File: src/hdl/pfbd_pkg.sv
// pfbd_pkg: screen geometry, command descriptor, font rom and helpers for the
// paged framebuffer drawer. No dependencies; all but the ram and ifs use it.
`default_nettype none

package pfbd_pkg;

	localparam int SCREEN_WIDTH  = 128;
	localparam int SCREEN_HEIGHT = 64;
	localparam int FB_BYTES      = SCREEN_WIDTH * SCREEN_HEIGHT / 8;
	localparam int PAGES         = (SCREEN_HEIGHT + 7) / 8;
	localparam int ADDR_W        = $clog2(FB_BYTES);
	localparam int IDX_W         = $clog2(PAGES * SCREEN_WIDTH);
	localparam int PG_W          = $clog2(PAGES + 1);
	localparam int FIRST_CODE    = 32;
	localparam int LAST_CODE     = 90;
	localparam int GLYPHS        = LAST_CODE - FIRST_CODE + 1;
	localparam int GLYPH_COLS    = 5;
	localparam int GLYPH_ROWS    = 7;
	localparam int QUEUE_DEPTH   = 2;

	localparam logic [1:0] MODE_PIXEL = 2'd0;
	localparam logic [1:0] MODE_CHAR  = 2'd1;
	localparam logic [1:0] MODE_CLEAR = 2'd2;
	localparam logic [1:0] MODE_READ  = 2'd3;

	localparam logic [GLYPH_ROWS-1:0] SPAN_PIXEL  = 7'h01;
	localparam logic [GLYPH_ROWS-1:0] SPAN_GLYPH  = 7'h7F;
	localparam logic [3:0]            STEPS_PIXEL = 4'd1;
	localparam logic [3:0]            STEPS_GLYPH = 4'd9;

	typedef enum logic [1:0] {
		OP_DRAW,
		OP_WIPE,
		OP_READ
	} op_t;

	typedef enum logic [2:0] {
		ST_INIT,
		ST_IDLE,
		ST_DRAW,
		ST_DRAIN,
		ST_WIPE,
		ST_READ,
		ST_RWAIT,
		ST_RESULT
	} st_t;

	typedef struct packed {
		op_t                                      op;
		logic signed [9:0]                        x;
		logic signed [9:0]                        y;
		logic [GLYPH_ROWS-1:0]                    span;
		logic [GLYPH_COLS-1:0][GLYPH_ROWS-1:0]    cols;
		logic [3:0]                               last_step;
		logic                                     rd_ok;
		logic [ADDR_W-1:0]                        rd_addr;
	} cmd_t;

	typedef struct packed {
		logic push;
		cmd_t entry;
	} q_wr_t;

	typedef struct packed {
		logic valid;
		cmd_t entry;
	} q_rd_t;

	// column 0 in the top byte
	localparam logic [39:0] FONT_ROM [GLYPHS] = '{
		40'h0000000000, 40'h00005F0000, 40'h0007000700, 40'h147F147F14,
		40'h242A7F2A12, 40'h2313086462, 40'h3649552250, 40'h0005030000,
		40'h001C224100, 40'h0041221C00, 40'h14083E0814, 40'h08083E0808,
		40'h0050300000, 40'h0808080808, 40'h0060600000, 40'h2010080402,
		40'h3E5149453E, 40'h00427F4000, 40'h4261514946, 40'h2141454B31,
		40'h1814127F10, 40'h2745454539, 40'h3C4A494930, 40'h0171090503,
		40'h3649494936, 40'h064949291E, 40'h0036360000, 40'h0056360000,
		40'h0814224100, 40'h1414141414, 40'h0041221408, 40'h0201510906,
		40'h324979413E, 40'h7E1111117E, 40'h7F49494936, 40'h3E41414122,
		40'h7F4141221C, 40'h7F49494941, 40'h7F09090901, 40'h3E4149497A,
		40'h7F0808087F, 40'h00417F4100, 40'h2040413F01, 40'h7F08142241,
		40'h7F40404040, 40'h7F020C027F, 40'h7F0408107F, 40'h3E4141413E,
		40'h7F09090906, 40'h3E4151215E, 40'h7F09192946, 40'h4649494931,
		40'h01017F0101, 40'h3F4040403F, 40'h1F2040201F, 40'h3F4038403F,
		40'h6314081463, 40'h0708700807, 40'h6151494543
	};

	function automatic logic [GLYPH_COLS-1:0][GLYPH_ROWS-1:0] glyph_cols(logic [7:0] code);
		logic [5:0]                            g;
		logic [39:0]                           bits;
		logic [GLYPH_COLS-1:0][GLYPH_ROWS-1:0] c;
		if (code >= 8'(FIRST_CODE) && code <= 8'(LAST_CODE)) begin
			g = 6'(code - 8'(FIRST_CODE));
		end else begin
			g = '0;
		end
		bits = FONT_ROM[g];
		for (int i = 0; i < GLYPH_COLS; i++) begin
			c[i] = bits[38 - 8 * i -: GLYPH_ROWS];
		end
		return c;
	endfunction

	// rows of a page that lie on the screen
	function automatic logic [7:0] page_row_mask(logic [PG_W-1:0] pg);
		logic [7:0] m;
		for (int b = 0; b < 8; b++) begin
			m[b] = (int'(pg) * 8 + b) < SCREEN_HEIGHT;
		end
		return m;
	endfunction

endpackage

`default_nettype wire

File: src/hdl/pfbd_queue.sv
// pfbd_queue: short fifo of work descriptors between the front and the back.
// Depends on pfbd_pkg.
`default_nettype none

module pfbd_queue (
	input  logic            clk,
	input  logic            arst_n,
	input  pfbd_pkg::q_wr_t wr,
	input  logic            pop,
	output logic            full,
	output pfbd_pkg::q_rd_t rd
);
	import pfbd_pkg::*;

	localparam int PTR_W = $clog2(QUEUE_DEPTH);
	localparam int CNT_W = $clog2(QUEUE_DEPTH + 1);

	cmd_t             slot_q [QUEUE_DEPTH];
	logic [PTR_W-1:0] wr_ptr_q;
	logic [PTR_W-1:0] rd_ptr_q;
	logic [CNT_W-1:0] count_q;
	logic             do_push;
	logic             do_pop;

	assign full     = count_q == CNT_W'(QUEUE_DEPTH);
	assign do_push  = wr.push && !full;
	assign do_pop   = pop && (count_q != '0);
	assign rd.valid = count_q != '0;
	assign rd.entry = slot_q[rd_ptr_q];

	always_ff @(posedge clk) begin
		if (do_push) begin
			slot_q[wr_ptr_q] <= wr.entry;
		end
	end

	always_ff @(posedge clk or negedge arst_n) begin
		if (!arst_n) begin
			wr_ptr_q <= '0;
			rd_ptr_q <= '0;
			count_q  <= '0;
		end else begin
			if (do_push) begin
				wr_ptr_q <= wr_ptr_q + 1'b1;
			end
			if (do_pop) begin
				rd_ptr_q <= rd_ptr_q + 1'b1;
			end
			if (do_push && !do_pop) begin
				count_q <= count_q + 1'b1;
			end else if (do_pop && !do_push) begin
				count_q <= count_q - 1'b1;
			end
		end
	end
endmodule

`default_nettype wire

File: config.mk
export PLATFORM = sky130hd
export DESIGN_NAME = pfbd_queue
export DESIGN_NICKNAME = d
export VERILOG_FILES = /design/src/hdl/pfbd_pkg.sv /design/src/hdl/pfbd_queue.sv
export SDC_FILE = /design/constraint.sdc
export NUM_CORES = 1
export LEC_CHECK = 0
export ABC_AREA = 1
export BUFFER_PORTS_ARGS = -buffer_cell sky130_fd_sc_hd__buf_4
export CELL_PAD_IN_SITES_DETAIL_PLACEMENT = 0
export CELL_PAD_IN_SITES_GLOBAL_PLACEMENT = 1
export CORE_AREA = 4 4 124 126
export CTS_BUF_LIST = sky130_fd_sc_hd__clkbuf_4 sky130_fd_sc_hd__clkbuf_8 sky130_fd_sc_hd__clkbuf_16
export CTS_CLUSTER_SIZE = 8
export DETAILED_ROUTE_END_ITERATION = 8
export DIE_AREA = 0 0 128 130
export GPL_TIMING_DRIVEN = 0
export PLACE_DENSITY = 0.79
export SLEW_MARGIN = 20
export SYNTH_ARGS = -nofsm -noshare
export SYNTH_HDL_FRONTEND = slang
export SYNTH_SLANG_ARGS = --single-unit
File: constraint.sdc
create_clock -name clk -period 9 [get_ports clk]
set_input_delay 1.8 -clock clk [delete_from_list [all_inputs] [get_ports clk]]
set_output_delay 1.8 -clock clk [all_outputs]
set_load 0.05 [all_outputs]
==> results.yml, run 1 <==
outcome:
  status: "finished clean"
sta:
  maxSlewViolCount: 0
  period_minus_slack_ps: 3336
  fmax_mhz: 299.7
  slew_headroom: 0.5840
  finalCritPeriodShare: 0.3707
  rsz0062_at_grt: "false"
  worst_slew_pin_slew_ps: 622.6
  setup_viol: 0
  skew_ps: 7.717
  hold_viol_final: 0
  fin_setup_tns_ps: 0
clock_tree:
  clock-sinks: 162
  insertion_delay_ps: 410
  cts_hold_buffers: 0
  cts_buffers: 17
  clock-root-buffer: "clkbuf_16"
  path_clk_slew_ps: 60
  post_cts_buffers: 0
  clock_path_buffers: 2
  post_cts_resized: 0
  cts_tree: "built"
  cts_max_level: 4
floorplan:
  io_pins: 164
  die_y_um: 130
  row_count: 44
  core-area_um2: 14310
  start_util: 0.4217
  die_area_um2: 16640
  die_x_um: 128
final_layout:
  final_cells: 826
  n_antenna_cell: 0
  drive_gt1_frac: 0.3442
  final_common_cell: "nand2_1"
  fin_nets: 714
  area_growth_pct: 34.85
  n_fill_cell: 1171
  final_cell_mix: "247 x nand2_1, 171 x buf_4, 158 x edfxtp_1, 17 x clkbuf_16, 9 x buf_6"
  design_area_um2: 8139
detailed_routing:
  vias: 3741
  via_per_inst: 4.529
  drtPass1Iterations: 4
  post_drt_wl_per_cell_um: 14.95
  drt_iter0_markers: 201
  drt_wl_total_um: 12350
  final_antenna_net_count: 0
  drcViolationCount: 0
setup_path:
  path_class: "flop to output pin"
  start_kind: "flop"
  reg2reg_slack_ps: 7040
  path_max_fanout: 10
  arrival_ps: 1540
  end_kind: "output pin"
  required_ps: 7200
global_routing:
  grt_pass1_vias: 3829
  grt_usage: 0.1500
  grt_pass1_wl_um: 18870
  grt-ovfl-total: 0
  antenna_found_initial: 0
  grt_max_degree: 51
synth:
  ys_top_cells_by_area: "edfxtp_1 79%, nand2_1 15%, buf_6 1.7%"
  yosys.area.top_type: "edfxtp_1"
  synth-seq-cells: 162
  syn_nets: 528
  synth_top_area_frac: 0.7861
  syn_area_per_cell_um2: 13.59
  synth_cell_types: 15
  syn_inst: 444
  yosysSeqAreaShare: 0.8027
  ys_warn_count: 0
  synthesis.area_um2: 6036
power_and_ir_drop:
  pwr_density_cell_nw_per_um2: 404.4
  leakagePower_nw: 3.505
  vdd_drop_max_mv: 0.2162
  power.total_mw: 3.292
hold_path:
  hp-class: "flop to flop"
placement:
  place_hpwl_um: 8660
  dp_cells: 795
  post_dp_cell_area_um2: 7595
  io_buffers: 163
  gp_congestion: 0.7222
flow_run:
  cap_viol_max_count: 0
sequential cells by signal, summed over array words and instances, names as in the netlist:
name and cells:
rd_ptr_q 1, count_q 2, wr_ptr_q 1, slot_q 158
stage by stage:
step	hold WS, ps	setup slack (ps)	utilization
global route	516.2	5551	0.5686
global placement	452.9	1415	0.5233
floorplan	441.7	3283	-
finish	472.6	5664	0.5686
detailed placement	459.6	5646	0.5306
CTS	472.5	5607	0.5686
kinds of logic after synthesis:
group | count (synthesis) | share of synthesized area
AOI/OAI and AO/OA | 1 | 0.0008284
xor gates and xnor gates | 1 | 0.001451
and+or+nand+nor | 254 | 0.1600
buffers and inverters | 25 | 0.03296
adders and majority gates | 1 | 0.002073
DFF | 162 | 0.8027
layer usage:
layer	GRT usage	part of all wire	vias up
li1	-	-	1867
met1	0.1656	0.38	1748
met2	0.2619	0.53	107
met3	0.05853	0.066	19
met4	0.05868	0.023	0
met5	0	0	-
worst max-delay path, cell delays in order, from the launching register on:
cell     delay (ps)
dfrtp_1         370
buf_6           160
inv_8           110
buf_6           150
nand2_1          60
nand2_1          70
buf_4           200
synth_stat cells:
cell	count
nand2_1	247
edfxtp_1	158
buf_6	9
buf_4	8
inv_1	7
dfrtp_1	4
nand3_1	2
nor2_2	2
ha_1	1
inv_8	1
nand2_2	1
nand4_1	1
nor2_1	1
o21ai_0	1
xnor2_1	1
final timing paths:
kind / from / end / depth (start not counted)
setup / recovery: rd_ptr_q / rd[39] / 6
hold reg to reg: count_q[1] / count_q[1] / 2
hold / removal: count_q[1] / count_q[1] / 2
min in group asynchronous: arst_n / count_q[0] / 1
setup reg to reg: count_q[1] / slot_q[1][19] / 5
max in group asynchronous: arst_n / count_q[1] / 1
cell type report:
cell class	instances	area, um2	share of cell area
flip-flops and latches	162	4845	0.5952
repair buffers	167	1319	0.1620
multi-input cells	257	999.7	0.1228
clock buffers	21	455.4	0.05596
well taps	184	230.2	0.02829
plain buffers	17	161.4	0.01983
clock inverters	10	88.84	0.01091
inverters	8	40.04	0.004919
where the power goes:
part | internal, mW | switching [mW] | total, mW | leakage, nW
sequential | 1.03 | 0.0394 | 1.07 | 1.52
clock | 0.389 | 0.267 | 0.656 | 0.274
combinational | 0.441 | 1.13 | 1.57 | 1.71
Power figures use the tool's default switching activity.
==> run 2: changes to the inputs <==
- CORE_AREA: 4 4 124 126 -> 4 4 133 135
- DIE_AREA: 0 0 128 130 -> 0 0 137 139
- PLACE_DENSITY: 0.79 -> 0.73
- clock period: 9 -> 3.05 ns (I/O delays scaled with it)
==> results.yml, run 2 (synthesis results as in run 1) <==
final_layout:
  n_antenna_cell: 0
  drive_gt1_frac: 0.3385
  final_cell_mix: "247 x nand2_1, 171 x buf_4, 158 x edfxtp_1, 17 x clkbuf_16, 9 x buf_6"
  largest-register: "slot_q"
  fin_nets: 715
  area_growth_pct: 36.88
  n_fill_cell: 1483
  final_cells: 864
  largest_reg_flops: 158
  final_common_cell: "nand2_1"
  reg.largest.list: "slot_q: 158 flops, count_q: 2 flops"
placement:
  place_hpwl_um: 8755
  io_buffers: 163
  post-place-ws_ps: 776.0
  gp_congestion: 0.7165
  dp_cells: 831
clock_tree:
  post_cts_buffers: 0
  clock-root-buffer: "clkbuf_16"
  clock-sinks: 162
  post_cts_resized: 0
  cts_tree: "built"
  insertion_delay_ps: 410
  cts_max_level: 4
  clock_path_buffers: 2
  cts_buffers: 17
  path_clk_slew_ps: 60
floorplan:
  die_x_um: 137
  die_area_um2: 19040
  die_y_um: 139
  core-area_um2: 16470
  io_pins: 164
  start_util: 0.3666
  row_count: 47
sta:
  maxSlewViolCount: 0
  slew_headroom: 0.5291
  fmax_mhz: 461.6
  period_minus_slack_ps: 2167
  worst_slew_pin_slew_ps: 704.6
  fin_hold_ws_ps: 381.1
  fin_setup_tns_ps: 0
  finalCritPeriodShare: 0.7104
  rsz0062_at_grt: "false"
  hold_viol_final: 0
  setup_viol: 0
  skew_ps: 3.161
  setup_slack_ps: 883.4
detailed_routing:
  met1_length_um: 5354
  drt_iter0_markers: 116
  drtPass1Iterations: 4
  drt_wl_total_um: 12830
  post_drt_wl_per_cell_um: 14.85
  vias: 3774
  via_per_inst: 4.368
  met3RoutedLength_um: 950
  final_antenna_net_count: 0
  routed-wl-met2_um: 6328
  top_layer: "met4"
  drcViolationCount: 0
power_and_ir_drop:
  vdd_drop_max_mv: 0.6999
  power.total_mw: 9.983
  pwr_density_cell_nw_per_um2: 1208
  leakagePower_nw: 3.530
setup_path:
  path_class: "flop to output pin"
  rr_worst_depth: 5
  path_max_fanout: 10
  start_kind: "flop"
  arrival_ps: 1560
  end_kind: "output pin"
  required_ps: 2440
hold_path:
  hold_path_depth: 1
  hp-class: "input pin to flop"
global_routing:
  grt-ovfl-total: 0
  grt_pass1_wl_um: 19680
  grt_usage: 0.1354
  antenna_found_initial: 0
  grt_pass1_vias: 3897
  grt_max_degree: 55
outcome:
  status: "finished clean"
flow_run:
  cap_viol_max_count: 0
## run 2: changes by cell type in the layout (fill, tap and decap cells not counted), sizes merged
cell | before | now
bufinv | 1 | 4
clkbuf | 21 | 20
clkinv | 8 | 6
clkinvlp | 1 | 2
dlygate4sd3 | 0 | 1
## run 2: stage by stage
step	cell area, um2	util
finish	8262	0.5017
global route	8262	0.5017
CTS	8262	0.5017
detailed placement	7640	0.4640
global placement	7542	0.4581
floorplan	6043	-
## run 2: area by class of cell
class	count	area, um2	area share
multi-input combinational	257	999.7	0.1210
inverter	8	40.04	0.004846
tap	220	275.3	0.03332
clock buffer	20	447.9	0.05422
clock inverter	12	163.9	0.01984
sequential	162	4845	0.5864
buffer	17	161.4	0.01954
timing repair buffer	168	1329	0.1608
## run 2: where the power goes
part	total [mW]	internal, mW	switching, mW
combinational	4.66	1.30	3.36
sequential	3.14	3.03	0.112
clock	2.18	1.38	0.795
## run 2: worst paths after layout
kind | startpoint | endpoint | slack [ps]
max reg2reg | count_q[1] | slot_q[1][5] | 1000
min reg2reg | count_q[1] | count_q[1] | 480
min in group asynchronous | arst_n | rd_ptr_q | 530
min | wr[68] | slot_q[0][68] | 380
max | rd_ptr_q | rd[4] | 880
max in group asynchronous | arst_n | count_q[1] | 2420
## run 2: metal layers
metal  track usage  vias up
met4       0.05147        0
met2        0.2290      113
li1              -     1867
met1        0.1568     1779
met5             0        -
met3       0.04826       15
## run 2: worst max-delay path: stages, from the launching register on
cell and delay [ps]:
dfrtp_1 370, buf_6 160, inv_8 110, buf_6 150
nand2_1 50, nand2_1 80, buf_4 200
## run 2: what timing repair did
item,4_1_cts,5_1_grt
endpoints found under the hold margin,4,0
endpoints found under the setup margin,0,0
hold buffers,1,0
==> run 3: changes to the inputs <==
- ABC_AREA: 1 -> 0
- CORE_AREA: 4 4 133 135 -> 4 4 131 133
- DIE_AREA: 0 0 137 139 -> 0 0 135 137
- clock period: 3.05 -> 1.9 ns (I/O delays scaled with it)
==> results.yml, run 3 <==
global_routing:
  grt_pass1_wl_um: 17380
  grt_pass1_vias: 3287
  grt-ovfl-total: 0
  grt_usage: 0.1264
  grt_max_degree: 44
  antenna_found_initial: 0
sta:
  fin_setup_tns_ps: -6219
  period_minus_slack_ps: 1991
  setup_viol: 79
  maxSlewViolCount: 0
  finalCritPeriodShare: 1.048
  worst_slew_pin_slew_ps: 464.6
  setup_slack_ps: -90.79
  slew_headroom: 0.6903
  skew_ps: 6.246
  fin_hold_ws_ps: 147.3
  fmax_mhz: 502.3
  hold_viol_final: 0
  rsz0062_at_grt: "true"
placement:
  gp_congestion: 0.7083
  io_buffers: 163
  place_hpwl_um: 8022
synth:
  syn_nets: 349
  synth-main-ff-cell: "edfxtp_1"
  synth_cell_types: 15
  synthesis.area_um2: 6302
  synthTopCellsByCount: "158 x edfxtp_1, 79 x mux2_4, 8 x buf_12"
  syn_inst: 265
  ys_top_cells_by_area: "edfxtp_1 75%, mux2_4 19%, buf_12 2.5%"
  synth_top_area_frac: 0.7528
  yosysMostFrequentCell: "edfxtp_1"
  syn_area_per_cell_um2: 23.78
  async_flop_share: 0.02469
  yosys.area.top_type: "edfxtp_1"
  ys_warn_count: 0
  synth_edf_count: 158
  yosysSeqAreaShare: 0.7687
  synth-seq-cells: 162
detailed_routing:
  drcViolationCount: 0
  drt_iter0_markers: 77
  drtPass1Iterations: 4
  drt_wl_total_um: 11830
  post_drt_wl_per_cell_um: 17.33
  final_antenna_net_count: 0
  via_per_inst: 4.518
  vias: 3086
clock_tree:
  clock-root-buffer: "clkbuf_16"
  clock_path_buffers: 2
  cts_tree: "built"
  insertion_delay_ps: 410
  clock-sinks: 162
  path_clk_slew_ps: 60
  cts_buffers: 17
  cts_max_level: 4
floorplan:
  start_util: 0.3982
  core-area_um2: 15830
  row_count: 46
  die_y_um: 137
  die_area_um2: 18500
  die_x_um: 135
  io_pins: 164
setup_path:
  required_ps: 1520
  path_class: "flop to output pin"
  start_kind: "flop"
  path_max_fanout: 10
  arrival_ps: 1610
  end_kind: "output pin"
final_layout:
  fin_nets: 538
  drive_gt1_frac: 0.6253
  area_growth_pct: 40.42
  reg.largest.list: "slot_q: 158 flops, count_q: 2 flops"
  final_common_cell: "edfxtp_1"
  utilization: 0.5591
  final_cell_mix: "158 x edfxtp_1, 84 x buf_4, 79 x mux2_4, 78 x buf_6, 17 x clkbuf_16"
  largest_reg_flops: 158
  n_antenna_cell: 0
  largest-register: "slot_q"
flow_run:
  cap_viol_max_count: 0
outcome:
  status: "finished, violations left"
  violations: "negative setup slack"
hold_path:
  hp-class: "input pin to flop"
power_and_ir_drop:
  vdd_drop_max_mv: 1.193
  leakagePower_nw: 3.527
  pwr_density_cell_nw_per_um2: 1863
-- run 3: cell types whose count changed after synthesis, moves of 2 or more --
cell / delta
mux2_4: +79
nor2_2: -2
buf_6: -8
nand3_1: -2
buf_12: +8
buf_4: -8
xnor2_1: +2
nand2_1: -246
xor2_1: +2
inv_1: -5
-- run 3: worst paths after layout --
kind,start,to,slack [ps],depth (start not counted)
worst min-delay path,wr[77],slot_q[0][77],150,1
worst min register to register,count_q[0],count_q[0],550,1
min in group asynchronous,arst_n,count_q[1],300,2
max in group asynchronous,arst_n,count_q[0],1500,2
worst max-delay path,rd_ptr_q,rd[12],-90,4
worst max register to register,count_q[0],slot_q[0][4],200,5
-- run 3: logic make-up after synthesis --
family        share of synthesized area
flops                            0.7687
buf+inv                         0.02839
xor+xnor                       0.006950
simple gates                   0.005760
mux                              0.1882
fa+ha+maj                      0.001985
-- run 3: per-stage QoR --
stage	area [um2]	worst slack [ps]	power (mW)	instances
2_1_floorplan	6326	-289.5	10.71	265
3_3_place_gp	7820	-1008	12.49	644
3_5_place_dp	7954	38.22	12.75	649
4_1_cts	8838	-125.9	16.69	682
5_1_grt	8850	-159.4	17.14	683
6_report	8850	-90.79	16.49	683
-- run 3: layout make-up --
cell class | count | area (um2)
Sequential cell | 162 | 4845
Clock inverter | 11 | 113.9
Fill cell | 1227 | 6978
Multi-Input combinational cell | 93 | 1314
Tap cell | 216 | 270.3
Timing Repair Buffer | 169 | 1664
Clock buffer | 21 | 455.4
Buffer | 9 | 180.2
Inverter | 2 | 7.507
-- run 3: timing repair --
action	4_1_cts	5_1_grt
resized for setup	81	1
hold buffers	1	0
setup buffers	0	0
hold endpoints to repair	4	0
pin swaps	0	1
setup endpoints to repair	79	122
cloned	0	1
-- run 3: report_power, final --
group	switching, mW	leakage (nW)	internal [mW]
combinational	4.67	1.75	3.46
sequential	0.224	1.51	4.88
clock	1.28	0.266	1.97
-- run 3: worst max-delay path, cell delays in order, from the launching register on --
cell and delay (ps):
dfrtp_1 370, buf_12 180, buf_12 170, mux2_4 310, buf_6 160
-- run 3: metal layers --
metal / track usage / wire (um) / up-vias
li1: - / - / 1424
met5: 0 / 0 / -
met1: 0.1466 / 4799 / 1527
met4: 0.05095 / 204 / 0
met2: 0.2046 / 5867 / 117
met3: 0.05882 / 963 / 18
